<file path="config.mk">
export PLATFORM = sky130hd
export DESIGN_NAME = grg_cell
export DESIGN_NICKNAME = d
export VERILOG_FILES = /design/src/rtl/givens_rotation_generate_macros.svh /design/src/rtl/grg_pkg.sv /design/src/rtl/grg_cell.sv
export SDC_FILE = /design/constraint.sdc
export NUM_CORES = 2
export LEC_CHECK = 0
export BUFFER_PORTS_ARGS = -buffer_cell sky130_fd_sc_hd__buf_4
export CAP_MARGIN = 5
export CORE_AREA = 2 2 444 446
export DETAILED_ROUTE_END_ITERATION = 8
export DIE_AREA = 0 0 446 448
export GPL_TIMING_DRIVEN = 0
export PLACE_DENSITY = 0.42
export SLEW_MARGIN = 20
export SYNTH_ARGS = -nofsm -noshare
export SYNTH_HDL_FRONTEND = slang
export SYNTH_SLANG_ARGS = --single-unit
export TNS_END_PERCENT = 5
</file>
<file path="constraint.sdc">
create_clock -name clk -period 0.92 [get_ports clk]
set_input_delay 0.092 -clock clk [delete_from_list [all_inputs] [get_ports clk]]
set_output_delay 0.092 -clock clk [all_outputs]
set_load 0.03 [all_outputs]
</file>
<file path="src/rtl/givens_rotation_generate_macros.svh">
// Assertion macros shared by the Givens rotation generator RTL.
`ifndef GIVENS_ROTATION_GENERATE_MACROS_SVH
`define GIVENS_ROTATION_GENERATE_MACROS_SVH

// Condition holds at every clock edge outside reset.
`define GRG_ASSERT(label, cond) \
    label: assert property (@(posedge clk) disable iff (!rst_n) (cond)) \
        else $error("assertion failed");

// Antecedent at one edge implies consequent at the same edge.
`define GRG_ASSERT_IMP(label, ante, cons) \
    label: assert property (@(posedge clk) disable iff (!rst_n) (ante) |-> (cons)) \
        else $error("assertion failed");

`endif

</file>
<file path="src/rtl/grg_pkg.sv">
// Shared types for the Givens rotation generator.
package grg_pkg;

    localparam int DATA_W = 32;
    localparam int MAG_W  = 32;
    localparam int SQ_W   = 64;

    typedef struct packed {
        logic c_neg;
        logic s_neg;
        logic zero;
    } grg_side_t;

endpackage

</file>
<file path="src/rtl/grg_cell.sv">
// One cell of the quotient chain: decides one bit of both cosine and sine.
module grg_cell #(
    parameter int FRAC_BITS = 30,
    parameter int BIT_POS   = 30
) (
    input  logic                          clk,
    input  logic                          rst_n,
    input  logic                          en,
    input  logic                          in_valid,
    input  grg_pkg::grg_side_t            in_side,
    input  logic [63:0]                   in_sum,
    input  logic [66+2*FRAC_BITS-1:0]     in_rc,
    input  logic [66+2*FRAC_BITS-1:0]     in_rs,
    input  logic [65+FRAC_BITS-1:0]       in_pc,
    input  logic [65+FRAC_BITS-1:0]       in_ps,
    input  logic [FRAC_BITS:0]            in_qc,
    input  logic [FRAC_BITS:0]            in_qs,
    output logic                          out_valid,
    output grg_pkg::grg_side_t            out_side,
    output logic [63:0]                   out_sum,
    output logic [66+2*FRAC_BITS-1:0]     out_rc,
    output logic [66+2*FRAC_BITS-1:0]     out_rs,
    output logic [65+FRAC_BITS-1:0]       out_pc,
    output logic [65+FRAC_BITS-1:0]       out_ps,
    output logic [FRAC_BITS:0]            out_qc,
    output logic [FRAC_BITS:0]            out_qs
);
    import grg_pkg::*;

    localparam int RW = 66 + 2 * FRAC_BITS;
    localparam int PW = 65 + FRAC_BITS;
    localparam int QW = FRAC_BITS + 1;

    logic [RW-1:0] sum_sq;
    logic [PW-1:0] sum_p;
    logic [RW-1:0] dc;
    logic [RW-1:0] ds;
    logic          take_c;
    logic          take_s;

    logic              v_reg;
    grg_side_t         side_reg;
    logic [SQ_W-1:0]   sum_reg;
    logic [RW-1:0]     rc_reg;
    logic [RW-1:0]     rs_reg;
    logic [PW-1:0]     pc_reg;
    logic [PW-1:0]     ps_reg;
    logic [QW-1:0]     qc_reg;
    logic [QW-1:0]     qs_reg;

    // (q + 2^k)^2 * sum - q^2 * sum = (2*q*sum + sum*2^k) * 2^k
    always_comb
    begin
        sum_sq = RW'(in_sum) << (2 * BIT_POS);
        sum_p  = PW'(in_sum) << BIT_POS;
        dc     = (RW'(in_pc) << (BIT_POS + 1)) + sum_sq;
        ds     = (RW'(in_ps) << (BIT_POS + 1)) + sum_sq;
        take_c = (in_rc >= dc);
        take_s = (in_rs >= ds);
    end

    always_ff @(posedge clk or negedge rst_n)
    begin
        if (!rst_n)
        begin
            v_reg <= 1'b0;
        end
        else if (en)
        begin
            v_reg <= in_valid;
        end
    end

    always_ff @(posedge clk)
    begin
        if (en)
        begin
            side_reg <= in_side;
            sum_reg  <= in_sum;
            rc_reg   <= take_c ? (in_rc - dc) : in_rc;
            rs_reg   <= take_s ? (in_rs - ds) : in_rs;
            pc_reg   <= take_c ? (in_pc + sum_p) : in_pc;
            ps_reg   <= take_s ? (in_ps + sum_p) : in_ps;
            qc_reg   <= take_c ? (in_qc | (QW'(1) << BIT_POS)) : in_qc;
            qs_reg   <= take_s ? (in_qs | (QW'(1) << BIT_POS)) : in_qs;
        end
    end

    assign out_valid = v_reg;
    assign out_side  = side_reg;
    assign out_sum   = sum_reg;
    assign out_rc    = rc_reg;
    assign out_rs    = rs_reg;
    assign out_pc    = pc_reg;
    assign out_ps    = ps_reg;
    assign out_qc    = qc_reg;
    assign out_qs    = qs_reg;

endmodule

</file>
## After elaboration in Yosys (flattened, before gate mapping)

Cells that the tools add are included.

| word-level totals | value |
|---|---|
| logic and storage cells | 25 |
| register bits after elaboration | 572 |

| cells by class | value |
|---|---|
| magnitude comparators | 2 |
| mux-type cells | 4 |
| add/sub/neg operators | 6 |

Operators by type and width:

| operator | number |
|---|---|
| $add A126 B124 Y126 | 2 |
| $ge A126 B126 Y1 | 2 |
| $mux W126 | 2 |
| $sub A126 B126 Y126 | 2 |
| $add A95 B94 Y95 | 2 |
| $mux W95 | 2 |

## Logic depth before layout (Yosys ltp)

| logic depth | value |
|---|---|
| depth in word-level cells | 3 |
| gate-level depth with buffers | 30 |
| depth with buffers taken out | 27 |

## Worst setup path before layout

Ideal clock, no wire load.

| path | value |
|---|---|
| path kind | input port to flip-flop |
| from | in in_sum[1] |
| to | reg rs_reg[123], in the netlist out_rs[123], data pin |
| cell stages on the path | 26 |
| buffers on the path | 3 |
| setup slack | -4.904 ns |
| required time | 0.660 ns |
| arrival | 5.565 ns |
| cells stage by stage | ha_1 a21o_1 a21oi_1 o21a_1 o21ai_1 a311o_1 a221oi_2 o21ai_0 a221oi_1 nor2_1 o31a_1 a221oi_1 xor2_1 ha_1 clkbuf_1 nand2_1 o21ai_0 nand3_1 a21oi_1 a211o_1 a41oi_1 o41a_1 o311ai_2 buf_4 buf_4 mux2_2 |

| on the way | value |
|---|---|
| cells in the longest elaborated chain, start to end | 3 |
| elaborated cells between the ends (all ways) | 4 |

RTL lines:

| element | line | source |
|---|---|---|
| from (decl) | grg_cell.sv:11 | `input logic [63:0] in_sum,` |
| $add A126 B124 Y126 (*) | grg_cell.sv:57 | `ds = (RW'(in_ps) << (BIT_POS + 1)) + sum_sq;` |
| $sub A126 B126 Y126 or $ge A126 B126 Y1 (tied branches) | grg_cell.sv:81, grg_cell.sv:59 |  |
| $mux W126 (*) | grg_cell.sv:81 | `rs_reg <= take_s ? (in_rs - ds) : in_rs;` |
| to (signal assigned) | grg_cell.sv:81 |  |
| to (decl) | grg_cell.sv:45 | `logic [RW-1:0] rs_reg;` |

Every way passes the cells marked *; elsewhere a longest branch is shown, timed or not.
A chain may end at the register's enable or synchronous reset.

## Worst setup path in the final report

| path | value |
|---|---|
| from | in in_sum[15] |
| to | reg pc_reg[84], in the netlist out_pc[84], data pin |

| on the way | value |
|---|---|
| cells in the longest elaborated chain, start to end | 3 |
| elaborated cells between the ends (all ways) | 4 |

RTL lines:

| element | line | source |
|---|---|---|
| $add A126 B124 Y126 | grg_cell.sv:56 | `dc = (RW'(in_pc) << (BIT_POS + 1)) + sum_sq;` |
| $ge A126 B126 Y1 | grg_cell.sv:58 | `take_c = (in_rc >= dc);` |
| $mux W95 (*) | grg_cell.sv:82 | `pc_reg <= take_c ? (in_pc + sum_p) : in_pc;` |
| to (signal assigned) | grg_cell.sv:82 |  |
| to (decl) | grg_cell.sv:46 | `logic [PW-1:0] pc_reg;` |

Marked as above.

==> results.md <==
- Nets@finish: 8110
- Fin crit period: 5.712 ns
- Max transition margin: 0.2805
- Fillers: 20190
- CTS buffer count: 80
- Most common cell after layout, fill and taps aside: buf_4
- Sequential Area: 0.01717 mm²
- Sw Share: 0.4311
- Clock power share: 0.232
- Max-slew violations: 0
- Post-synth EDFFs: 571
- Syn. warnings: 0
- WP data required: 1.38 ns
- Number of global-route vias before repair: 47360
- Global route overflow: 0
- Status: finished, violations left
- Core box area: 0.1946 mm²
- Critical Path Source Type: input port
- Worst Path Max Fanout: 11
- Worst Hold Class: in2reg
- DR pass1 iterations: 5
- Worst slew pin tran: 1.065 ns
- Number of setup violations in the final report: 1130
- Pint: 79.46 mW
- Most frequent cells in the layout: buf_4 (1200), dlygate4sd3_1 (623), edfxtp_1 (571)
- Worst EP arrival: 6.17 ns
- Pwr Density: 1948 mW/mm²
- Ys flop type: edfxtp_1
- Post-DP HPWL: 202900 µm
- Ports: 1147
- Root buf cell: clkbuf_16
- DR vias/cell: 5.067
- Gpl congestion: 0.9134
- Post-synth cell types: 84
- Failing checks: hold timing, setup timing
- Setup crit end kind: flip-flop
- ANT nets after route: 0
- Largest net degree at the start of global routing: 88
- Avg WL per Cell: 26.67 µm
- Register area share after synthesis: 0.3682
- Lkg Pwr: 30.00 nW
- Final worst slack: -4.792 ns
- Crit-path max cell delay: 0.45 ns
- Sequential fraction of design power: 0.257
- Final Hold Vio Count: 68
- Number of DRC markers in iteration 0: 4043
- Logic pwr share: 0.512
- H-tree levels: 3
- Post-Syn Area: 0.04664 mm²
- Layout cell share with drive strength beyond 1: 0.2609
- Clk buf depth: 3
- Syn_area_per_cell: 9.030 µm²
- Peak VDD IR: 1430 µV
- Slowest cell on the critical path: or3_4
- Gr usage total: 0.2434
- Via count: 49160
- Hold_buf cts: 623
- Crit path kind: in2reg
- Synth Instances: 5165
- Die Area: 0.1998 mm²
- Most used cell along the critical path: or3_4
- Skew-Pair Late Insertion Delay: 0.73 ns
- WHS: -0.2343 ns
- FFs w/ async S/R, synth: 0.001748
- Die height: 448 µm
- Syn nets: 6192
- WL final: 258800 µm
- Clock-pin transition on the worst setup and hold timing paths: 0.06 ns
- Die width: 446 µm
- Placed insts: 8860
- Starting Density: 0.2397
- CTS tree: built
- Multi-input gate area: 0.03008 mm²
- NetSw: 60.20 mW
- WP buf/inv: 6
- Register bit total from synthesis: 572
- Crit path max-delay family: simple AND/OR/NAND/NOR gates
- Final period util: 6.209
- DRC errors left: 0
- Clk sinks: 572
- Clk_skew: 0 ns
- Global-route wire length before repair: 352100 µm
- Fmax: 0.1751 GHz
- Max_cap viols: 0
- Port Buffer Count: 1146
- Finished Layout Cells: 9702
- Cell row count: 162
- Pre-CTS setup slack: -7.644 ns
- Unrepaired setup endpoints after global routing: yes
- Initial antenna violation count: 34
- Syn-to-layout area delta: 53.70%
==> synth_stat cells (62+ instances only) <==
cell type | n | area, µm²
inv_1 | 192 | 720.7
o21bai_1 | 100 | 750.7
nand4_1 | 144 | 900.9
edfxtp_1 | 571 | 17150
nand2_1 | 474 | 1779
a21oi_1 | 661 | 3308
nor2_1 | 369 | 1385
o21ai_0 | 443 | 2217
ha_1 | 446 | 5580
nand3_1 | 69 | 345.3
xnor2_1 | 255 | 2233
xor2_1 | 175 | 1533
a21o_1 | 249 | 1869
clkbuf_1 | 179 | 671.9
nor2b_1 | 62 | 387.9
==> what timing repair did <==
| action | in CTS | in global routing |
|---|---|---|
| buffers inserted | 39 | 38 |
| pin swaps | 51 | 64 |
| gates resized for setup | 321 | 337 |
| endpoints found under the setup margin | 1184 | 1190 |
| hold endpoints to repair | 640 | 69 |
| gates cloned | 3 | 16 |
==> final cells by class <==
class / count / area share
Buffer: 202 / 0.02168
Clock buffer: 91 / 0.02850
Multi-Input combinational cell: 4163 / 0.4196
Inverter: 192 / 0.01005
Sequential cell: 572 / 0.2395
Timing Repair Buffer: 1872 / 0.2272
Clock inverter: 53 / 0.008535
Tap cell: 2542 / 0.04437
Antenna cell: 15 / 0.0005236
==> power groups by stage <==
stage	Clock [mW]	Sequential (mW)	Combinational, mW
after floorplan	0	43.8	28.9
after global placement	0	36.5	60.9
after detailed placement	0	36.2	60.9
after CTS	33.4	35.8	66.6
after global routing	34.2	36.2	76.1
final	32.3	35.8	71.5
==> routing by layer <==
metal	track usage	routed length (µm)	vias to the layer above
li1	-	-	23200
met1	0.3291	114800	24180
met2	0.4050	122100	1602
met3	0.04344	17540	178
met4	0.04972	4296	8
met5	0	37	-
==> kinds of logic after synthesis <==
logic type,share of synthesized area
compound gates,0.2414
xor+xnor,0.08074
fa+ha+maj,0.1222
buf+inv,0.03691
flops,0.3682
mux,0.009550
simple gates,0.1410
==> state kept, by name (all words and copies together) (netlist names) <==
| register | count |
|---|---|
| out_sum | 64 |
| out_pc | 95 |
| out_valid | 1 |
| out_side | 3 |
| out_qs | 31 |
| out_qc | 31 |
| out_ps | 95 |
| out_rs | 126 |
| out_rc | 126 |
==> stage by stage <==
stage | hold WS [ns] | instance area [µm²] | util | setup TNS (ns) | power [mW]
after detailed placement | -0.1312 | 59070 | 0.3036 | -2681.45 | 97.10
after CTS | -0.2152 | 69510 | 0.3572 | -1841.04 | 135.8
final | -0.2343 | 71690 | 0.3684 | -1781.02 | 139.7
after global placement | -0.1329 | 58860 | 0.3025 | -5601.72 | 97.42
after floorplan | -0.2036 | 47080 | - | -1360.32 | 72.73
after global routing | -0.2276 | 71670 | 0.3683 | -1890.20 | 146.5
==> path summary, 6_finish.rpt <==
| kind | from | endpoint | slack (ns) | depth (start not counted) |
|---|---|---|---|---|
| max | in_sum[15] | out_pc[84]$_DFFE_PP_ | -4.79 | 26 |
| min | en | out_rc[117]$_DFFE_PP_ | -0.23 | 1 |
| max reg2reg | out_valid$_DFFE_PN0P_ | out_valid$_DFFE_PN0P_ | 0.17 | 1 |
| min reg2reg | out_valid$_DFFE_PN0P_ | out_valid$_DFFE_PN0P_ | 0.52 | 1 |
| max in group asynchronous | rst_n | out_valid$_DFFE_PN0P_ | 0.61 | 3 |
| min in group asynchronous | rst_n | out_valid$_DFFE_PN0P_ | 0.21 | 3 |
(Power assumes the default switching activity.)
