File: src/rtl/givens_rotation_generate_macros.svh
// Assertion macros shared by the Givens rotation generator RTL.
`ifndef GIVENS_ROTATION_GENERATE_MACROS_SVH
`define GIVENS_ROTATION_GENERATE_MACROS_SVH

// Condition holds at every clock edge outside reset.
`define GRG_ASSERT(label, cond) \
    label: assert property (@(posedge clk) disable iff (!rst_n) (cond)) \
        else $error("assertion failed");

// Antecedent at one edge implies consequent at the same edge.
`define GRG_ASSERT_IMP(label, ante, cons) \
    label: assert property (@(posedge clk) disable iff (!rst_n) (ante) |-> (cons)) \
        else $error("assertion failed");

`endif

File: src/rtl/grg_pkg.sv
// Shared types for the Givens rotation generator.
package grg_pkg;

    localparam int DATA_W = 32;
    localparam int MAG_W  = 32;
    localparam int SQ_W   = 64;

    typedef struct packed {
        logic c_neg;
        logic s_neg;
        logic zero;
    } grg_side_t;

endpackage

File: src/rtl/grg_front.sv
// Front end: magnitudes, squares, square sum and initial remainders.
module grg_front #(
    parameter int FRAC_BITS = 30
) (
    input  logic                          clk,
    input  logic                          rst_n,
    input  logic                          en,
    input  logic                          in_valid,
    input  logic signed [31:0]            in_a,
    input  logic signed [31:0]            in_b,
    output logic                          out_valid,
    output grg_pkg::grg_side_t            out_side,
    output logic [63:0]                   out_sum,
    output logic [66+2*FRAC_BITS-1:0]     out_rc,
    output logic [66+2*FRAC_BITS-1:0]     out_rs
);
    import grg_pkg::*;

    localparam int RW = 66 + 2 * FRAC_BITS;

    logic              a_neg;
    logic              b_neg;
    logic [MAG_W-1:0]  a_mag;
    logic [MAG_W-1:0]  b_mag;
    grg_side_t         side1_next;

    logic              v1_reg;
    grg_side_t         side1_reg;
    logic [SQ_W-1:0]   a2_reg;
    logic [SQ_W-1:0]   b2_reg;

    logic              v2_reg;
    grg_side_t         side2_reg;
    logic [SQ_W-1:0]   sum_reg;
    logic [RW-1:0]     rc_reg;
    logic [RW-1:0]     rs_reg;

    always_comb
    begin
        a_neg = in_a[31];
        b_neg = in_b[31];
        a_mag = a_neg ? (~in_a + 32'd1) : in_a;
        b_mag = b_neg ? (~in_b + 32'd1) : in_b;
        side1_next.zero  = (a_mag == '0) && (b_mag == '0);
        side1_next.c_neg = (a_mag >= b_mag) ? 1'b0 : (a_neg ^ b_neg);
        side1_next.s_neg = (a_mag >= b_mag) ? (a_neg ^ b_neg) : 1'b0;
    end

    always_ff @(posedge clk or negedge rst_n)
    begin
        if (!rst_n)
        begin
            v1_reg <= 1'b0;
            v2_reg <= 1'b0;
        end
        else if (en)
        begin
            v1_reg <= in_valid;
            v2_reg <= v1_reg;
        end
    end

    always_ff @(posedge clk)
    begin
        if (en)
        begin
            side1_reg <= side1_next;
            a2_reg    <= SQ_W'(a_mag) * SQ_W'(a_mag);
            b2_reg    <= SQ_W'(b_mag) * SQ_W'(b_mag);
            side2_reg <= side1_reg;
            sum_reg   <= a2_reg + b2_reg;
            rc_reg    <= RW'(a2_reg) << (2 * FRAC_BITS);
            rs_reg    <= RW'(b2_reg) << (2 * FRAC_BITS);
        end
    end

    assign out_valid = v2_reg;
    assign out_side  = side2_reg;
    assign out_sum   = sum_reg;
    assign out_rc    = rc_reg;
    assign out_rs    = rs_reg;

endmodule

File: config.mk
export PLATFORM = sky130hd
export DESIGN_NAME = grg_front
export DESIGN_NICKNAME = d
export VERILOG_FILES = /design/src/rtl/givens_rotation_generate_macros.svh /design/src/rtl/grg_pkg.sv /design/src/rtl/grg_front.sv
export SDC_FILE = /design/constraint.sdc
export NUM_CORES = 2
export LEC_CHECK = 0
export BUFFER_PORTS_ARGS = -buffer_cell sky130_fd_sc_hd__buf_2
export CORE_MARGIN = 3
export CORE_UTILIZATION = 34
export DETAILED_ROUTE_END_ITERATION = 16
export GPL_TIMING_DRIVEN = 0
export SKIP_CTS_REPAIR_TIMING = 1
export SYNTH_ARGS = -nofsm -noshare
export SYNTH_HDL_FRONTEND = slang
export SYNTH_SLANG_ARGS = --single-unit
File: constraint.sdc
create_clock -name clk -period 4.27 [get_ports clk]
set_clock_uncertainty 0.1 [all_clocks]
set_input_delay 0.2135 -clock clk [delete_from_list [all_inputs] [get_ports clk]]
set_output_delay 0.2135 -clock clk [all_outputs]
set_load 0.01 [all_outputs]
After elaboration in Yosys (flattened, before gate mapping). Cells that the tools add are included. Widths: inputs -> output; s select.

Mux-type cells: 2. Reduce and logical (&&, ||, !) cells: 3. Add/subtract/negate cells: 3. Multipliers: 2. $lt $le $gt $ge: 1. Bitwise gates (word level): 3.

Operators by type and width (number): $mul 32x32->64 (2); $add 32x1->32 const B (2); $add 64x64->64 (1); $logic_not 32->1 (2); $mux 32 (2); $not 32->32 (2); $ge 32x32->1 (1); $logic_and 1x1->1 (1); $xor 1x1->1 (1).

Word-level logic and storage cells: 27. Output and inout port bits: 320. Bits in registers: 328. Input bits: 68.

Longest topological paths before layout.
Depth in word-level cells: 5. Mapped depth: 41. Mapped depth without buffers: 36.

Least setup slack after synthesis. OpenSTA, ideal clock, no wires.

Kind: input to register. Start: in in_a[0]. End: reg a2_reg[56], data pin. Arrival: 10.037 ns. Cell stages on the path: 38. Library setup time: 0.261 ns. Path slack: -6.128 ns. Required time: 3.909 ns. Cells stage by stage: clkbuf_1 > inv_1 > clkbuf_1 > clkbuf_1 > ha_1 > nand3b_1 > or3_4 > or3_4 > or4_4 > and2_1 > xnor2_2 > inv_2 > clkbuf_1 > nand2_1 > fa_1 > inv_1 > fa_1 > fa_1 > (+2 left out) > inv_1 > fa_1 > fa_1 > fa_1 > inv_1 > fa_1 > inv_1 > ha_1 > clkbuf_1 > and3_1 > nand2_1 > nor3_1 > and3_1 > o311a_1 > a31oi_1 > o21ai_0 > a2111oi_0 > a311o_1.

Word-level cells in the longest chain between the ends: 4.

Ends and longest elaborated chain: from (decl) (RTL line grg_front.sv:9) `input logic signed [31:0] in_a,`; $not 32->32 (RTL line grg_front.sv:42) `a_mag = a_neg ? (~in_a + 32'd1) : in_a;`; $add 32x1->32 (RTL line grg_front.sv:42); $mux 32 (*) (RTL line grg_front.sv:42); $mul 32x32->64 (*) (RTL line grg_front.sv:68) `a2_reg <= SQ_W'(a_mag) * SQ_W'(a_mag);`; to (signal assigned) (RTL line grg_front.sv:68); to (decl) (RTL line grg_front.sv:29) `logic [SQ_W-1:0] a2_reg;`.

Mark *: on every way between the ends. The rest lies on a longest branch, timed or not. A chain may end at the register's enable or synchronous reset.

Worst setup path in the final report.
Start: in in_a[0]. End: reg a2_reg[60], data pin.

Same word-level chain as after synthesis.

==> impl_metrics.csv <==
group,metric,value,unit
run_status,run_status,"finished, violations left",
run_status,violations,"negative hold slack, negative setup slack",
timing,finalSetupViolations,135,
route,dr_total_vias,55600,
placement,port_buffers,260,
clock_tree,clk_sink_count,324,
timing,final-max-slew-violation-count,0,
placement,final_wtd_congestion,1.014,
critical_path,critPathRequiredTime,4.53,ns
critical_path,timing.critical_path.from_type,"input port",
synth,synth_seq_area_share,13.34,%
timing,post_route_hold_slack,-0.006257,ns
synth,synth.ff_latch_count,324,
route,drt_pre_antenna_iters,7,
global_route,number_of_global_route_vias_before_repair,57630,
synth,postSynth.topFlopCell,"sky130_fd_sc_hd__edfxtp_1",
route,drt_wl_total,279700,µm
timing,grt_setup_unrepaired,"true",
global_route,global_route_wire_length_before_repair,394100,µm
synth,syn_avg_cell_area,9.756,µm²
timing,final_worst_setup_slack,-5.464,ns
die,num_io_pins,388,
timing,report.final.hold_viol_count,3,
synth,yosysUniqueCellTypes,78,
clock_tree,clockBufferDepth,3,
route,dr.first_iter.drc_count,4622,
cells_and_area,layout-drive-gt1-share,20.17,%
clock_tree,insertion_delay,0.68,ns
cells_and_area,syn_to_final_growth,21.83,%
timing,final.period_utilization,228.0,%
route,avgRoutedWirePerCell,25.10,µm
global_route,globalRouteOverflowTotal,0,
cells_and_area,layout.cell_area.non_filler,0.08873,mm²
die,core_area,0.2125,mm²
timing,tightest_slew,1.405,ns
route,detail_route.drc_violations,0,
critical_path,critical_path.endpoint_type,"flip-flop",
critical_path,path_max_fanout,10,
global_route,grt_start_max_net_pins,132,
clock_tree,tritoncts,"yes",
critical_path,worst_path_most_repeated_cell,"sky130_fd_sc_hd__fa_1",
synth,synth_area,0.07283,mm²
die,fp.dieArea,0.2198,mm²
global_route,grt_usage,24.86,%
synth,synthesis.yosys.warnings,0,
critical_path,crit_buf_inv,10,
die,chipHeight,468.8,µm
global_route,grt_antenna_before_repair,10,
critical_path,cp_max_delay_cell,"sky130_fd_sc_hd__fa_2",
timing,final_period_minus_worst_setup_slack,9.734,ns
synth,post_synth_inst_count,7466,
route,route.antenna.remaining_nets,0,
critical_path,critical_path.max_stage_delay,0.59,ns
die,start_util,34.27,%
critical_path,timing.critical_path.max_delay_family,"adder cells",
placement,dpl-instance-area,0.08025,mm²
clock_tree,clk_root_buffer_cell,"sky130_fd_sc_hd__clkbuf_16",
job,drv_cap,0,
clock_tree,cts_inserted_buffers,44,
synth,synth-edff-count,322,
die,die_w,468.8,µm
timing,fmax,102.7,MHz
die,rows,169,
clock_tree,worst_setup_hold_path_clk_slew,0.06,ns
timing,slew-limit-headroom,5.450,%
clock_tree,htree_num_levels,2,
route,viasPerCell,4.990,
critical_path,timing.critical_path.arrival,10.00,ns
critical_path,timing.setup.critical_path_class,"in -> reg",
synth,synth-async-reset-ratio,0.6173,%
cells_and_area,largest_register_ffs,64,
cells_and_area,design.final.nets,10600,
placement,dp_hpwl,228000,µm
min_path,hold_path.class,"in -> reg",
-- path summary, 6_finish.rpt --
path,start,endpoint,slack [ns],cells past startpoint
min in group asynchronous,rst_n,v1_reg,0.35,3
min reg2reg,side1_reg[0],out_side[0],0.33,0
max,in_a[0],a2_reg[60],-5.46,36
max reg2reg,b2_reg[35],out_sum[60],-0.59,12
min,en,out_rs[110],-0.006,1
max in group asynchronous,rst_n,out_valid,3.60,3
-- metrics by stage --
stage | utilization (%) | setup TNS (ns) | hold slack [ns] | cells | worst slack [ns]
floorplan | - | -447.51 | -0.1821 | 7642 | -5.126
global placement | 37.65 | -1626.08 | -0.09768 | 10720 | -8.890
detailed placement | 37.76 | -807.51 | -0.09452 | 10730 | -8.635
CTS | 38.47 | -725.53 | -0.7830 | 10810 | -7.944
global route | 41.75 | -508.67 | 0.03309 | 11140 | -5.647
finish | 41.76 | -489.40 | -0.006257 | 11140 | -5.464
-- cells by family (layout without fill, tap and decap cells) --
logic type                 count (synthesis)  count (layout)  share of synthesized area (%)
and+or+nand+nor                         1476            1476                          8.574
other                                      2             185                        0.01031
muxes                                      5               5                        0.07558
adders and majority gates               2244            2244                          54.94
buffers and inverters                   2387            3058                          12.97
AOI/OAI and AO/OA                        737             737                          6.535
DFF                                      324             324                          13.34
xor gates and xnor gates                 291             292                          3.556
-- metal layers --
metal,up-vias,GRT usage (%),share of wire [%]
met1,28450,31.39,38
met3,698,4.704,7.9
li1,23930,-,-
met2,2518,38.56,45
met5,-,0,0.012
met4,6,17.24,8.7
-- Yosys cell counts, types with 8 or more instances --
| library cell | instances | share of area [%] |
|---|---|---|
| sky130_fd_sc_hd__a31oi_1 | 30 | 0.26 |
| sky130_fd_sc_hd__ha_1 | 654 | 11 |
| sky130_fd_sc_hd__a2111oi_0 | 8 | 0.096 |
| sky130_fd_sc_hd__and4_1 | 11 | 0.13 |
| sky130_fd_sc_hd__o211ai_1 | 10 | 0.10 |
| sky130_fd_sc_hd__o21a_1 | 34 | 0.35 |
| sky130_fd_sc_hd__edfxtp_1 | 322 | 13 |
| sky130_fd_sc_hd__inv_1 | 2003 | 10 |
| sky130_fd_sc_hd__nand3_1 | 37 | 0.25 |
| sky130_fd_sc_hd__a31o_2 | 11 | 0.13 |
| sky130_fd_sc_hd__or4_1 | 10 | 0.10 |
| sky130_fd_sc_hd__nor3_1 | 28 | 0.19 |
| sky130_fd_sc_hd__a211oi_1 | 12 | 0.12 |
| sky130_fd_sc_hd__a21oi_1 | 210 | 1.4 |
| sky130_fd_sc_hd__or3_1 | 17 | 0.15 |
| sky130_fd_sc_hd__nand4_1 | 49 | 0.42 |
| sky130_fd_sc_hd__o21ai_0 | 140 | 0.96 |
| sky130_fd_sc_hd__xor2_1 | 112 | 1.3 |
| sky130_fd_sc_hd__and2_1 | 17 | 0.15 |
| sky130_fd_sc_hd__nor2_1 | 617 | 3.2 |
| sky130_fd_sc_hd__and3_1 | 23 | 0.20 |
| sky130_fd_sc_hd__o31ai_1 | 19 | 0.20 |
| sky130_fd_sc_hd__clkbuf_1 | 210 | 1.1 |
| sky130_fd_sc_hd__o21bai_1 | 41 | 0.42 |
| sky130_fd_sc_hd__a221oi_1 | 8 | 0.096 |
| sky130_fd_sc_hd__nor4_1 | 15 | 0.13 |
| sky130_fd_sc_hd__o31a_1 | 11 | 0.13 |
| sky130_fd_sc_hd__nand2b_1 | 16 | 0.14 |
| sky130_fd_sc_hd__a41oi_1 | 8 | 0.096 |
| sky130_fd_sc_hd__clkinv_1 | 18 | 0.093 |
| sky130_fd_sc_hd__nand2_1 | 590 | 3.0 |
| sky130_fd_sc_hd__fa_1 | 1590 | 44 |
| sky130_fd_sc_hd__nor2b_1 | 20 | 0.17 |
| sky130_fd_sc_hd__a21o_1 | 140 | 1.4 |
| sky130_fd_sc_hd__buf_4 | 127 | 1.3 |
| sky130_fd_sc_hd__xnor2_1 | 175 | 2.1 |
| sky130_fd_sc_hd__buf_1 | 16 | 0.082 |
-- final cells by class --
type                            instances  area (µm²)
Tap cell                             2821        3530
Sequential cell                       324        9719
Antenna cell                            7       17.52
Clock buffer                           47        1112
Inverter                             2027        7775
Timing Repair Buffer                  620        4781
Timing Repair inverter                  1       5.005
Clock inverter                         30       390.4
Fill cell                           20360      123800
Buffer                                333        3013
Multi-Input combinational cell       4932       58390
-- cell usage in the layout (no fill, tap or decap), types with 57 or more instances in the layout --
cell and instances:
sky130_fd_sc_hd__buf_6 77, sky130_fd_sc_hd__xor2_1 84, sky130_fd_sc_hd__buf_2 260, sky130_fd_sc_hd__a21oi_1 147
sky130_fd_sc_hd__inv_1 1934, sky130_fd_sc_hd__buf_4 409, sky130_fd_sc_hd__nor2_2 57, sky130_fd_sc_hd__xnor2_1 126
sky130_fd_sc_hd__conb_1 178, sky130_fd_sc_hd__ha_1 594, sky130_fd_sc_hd__edfxtp_1 322, sky130_fd_sc_hd__o21ai_0 74
sky130_fd_sc_hd__fa_1 1545, sky130_fd_sc_hd__buf_12 57, sky130_fd_sc_hd__nand2_1 545, sky130_fd_sc_hd__a21o_1 136
sky130_fd_sc_hd__nor2_1 529
Power is left out: the tool's default activity adds up to more than one toggle a clock period on the data nets, which glitch-free logic cannot reach.
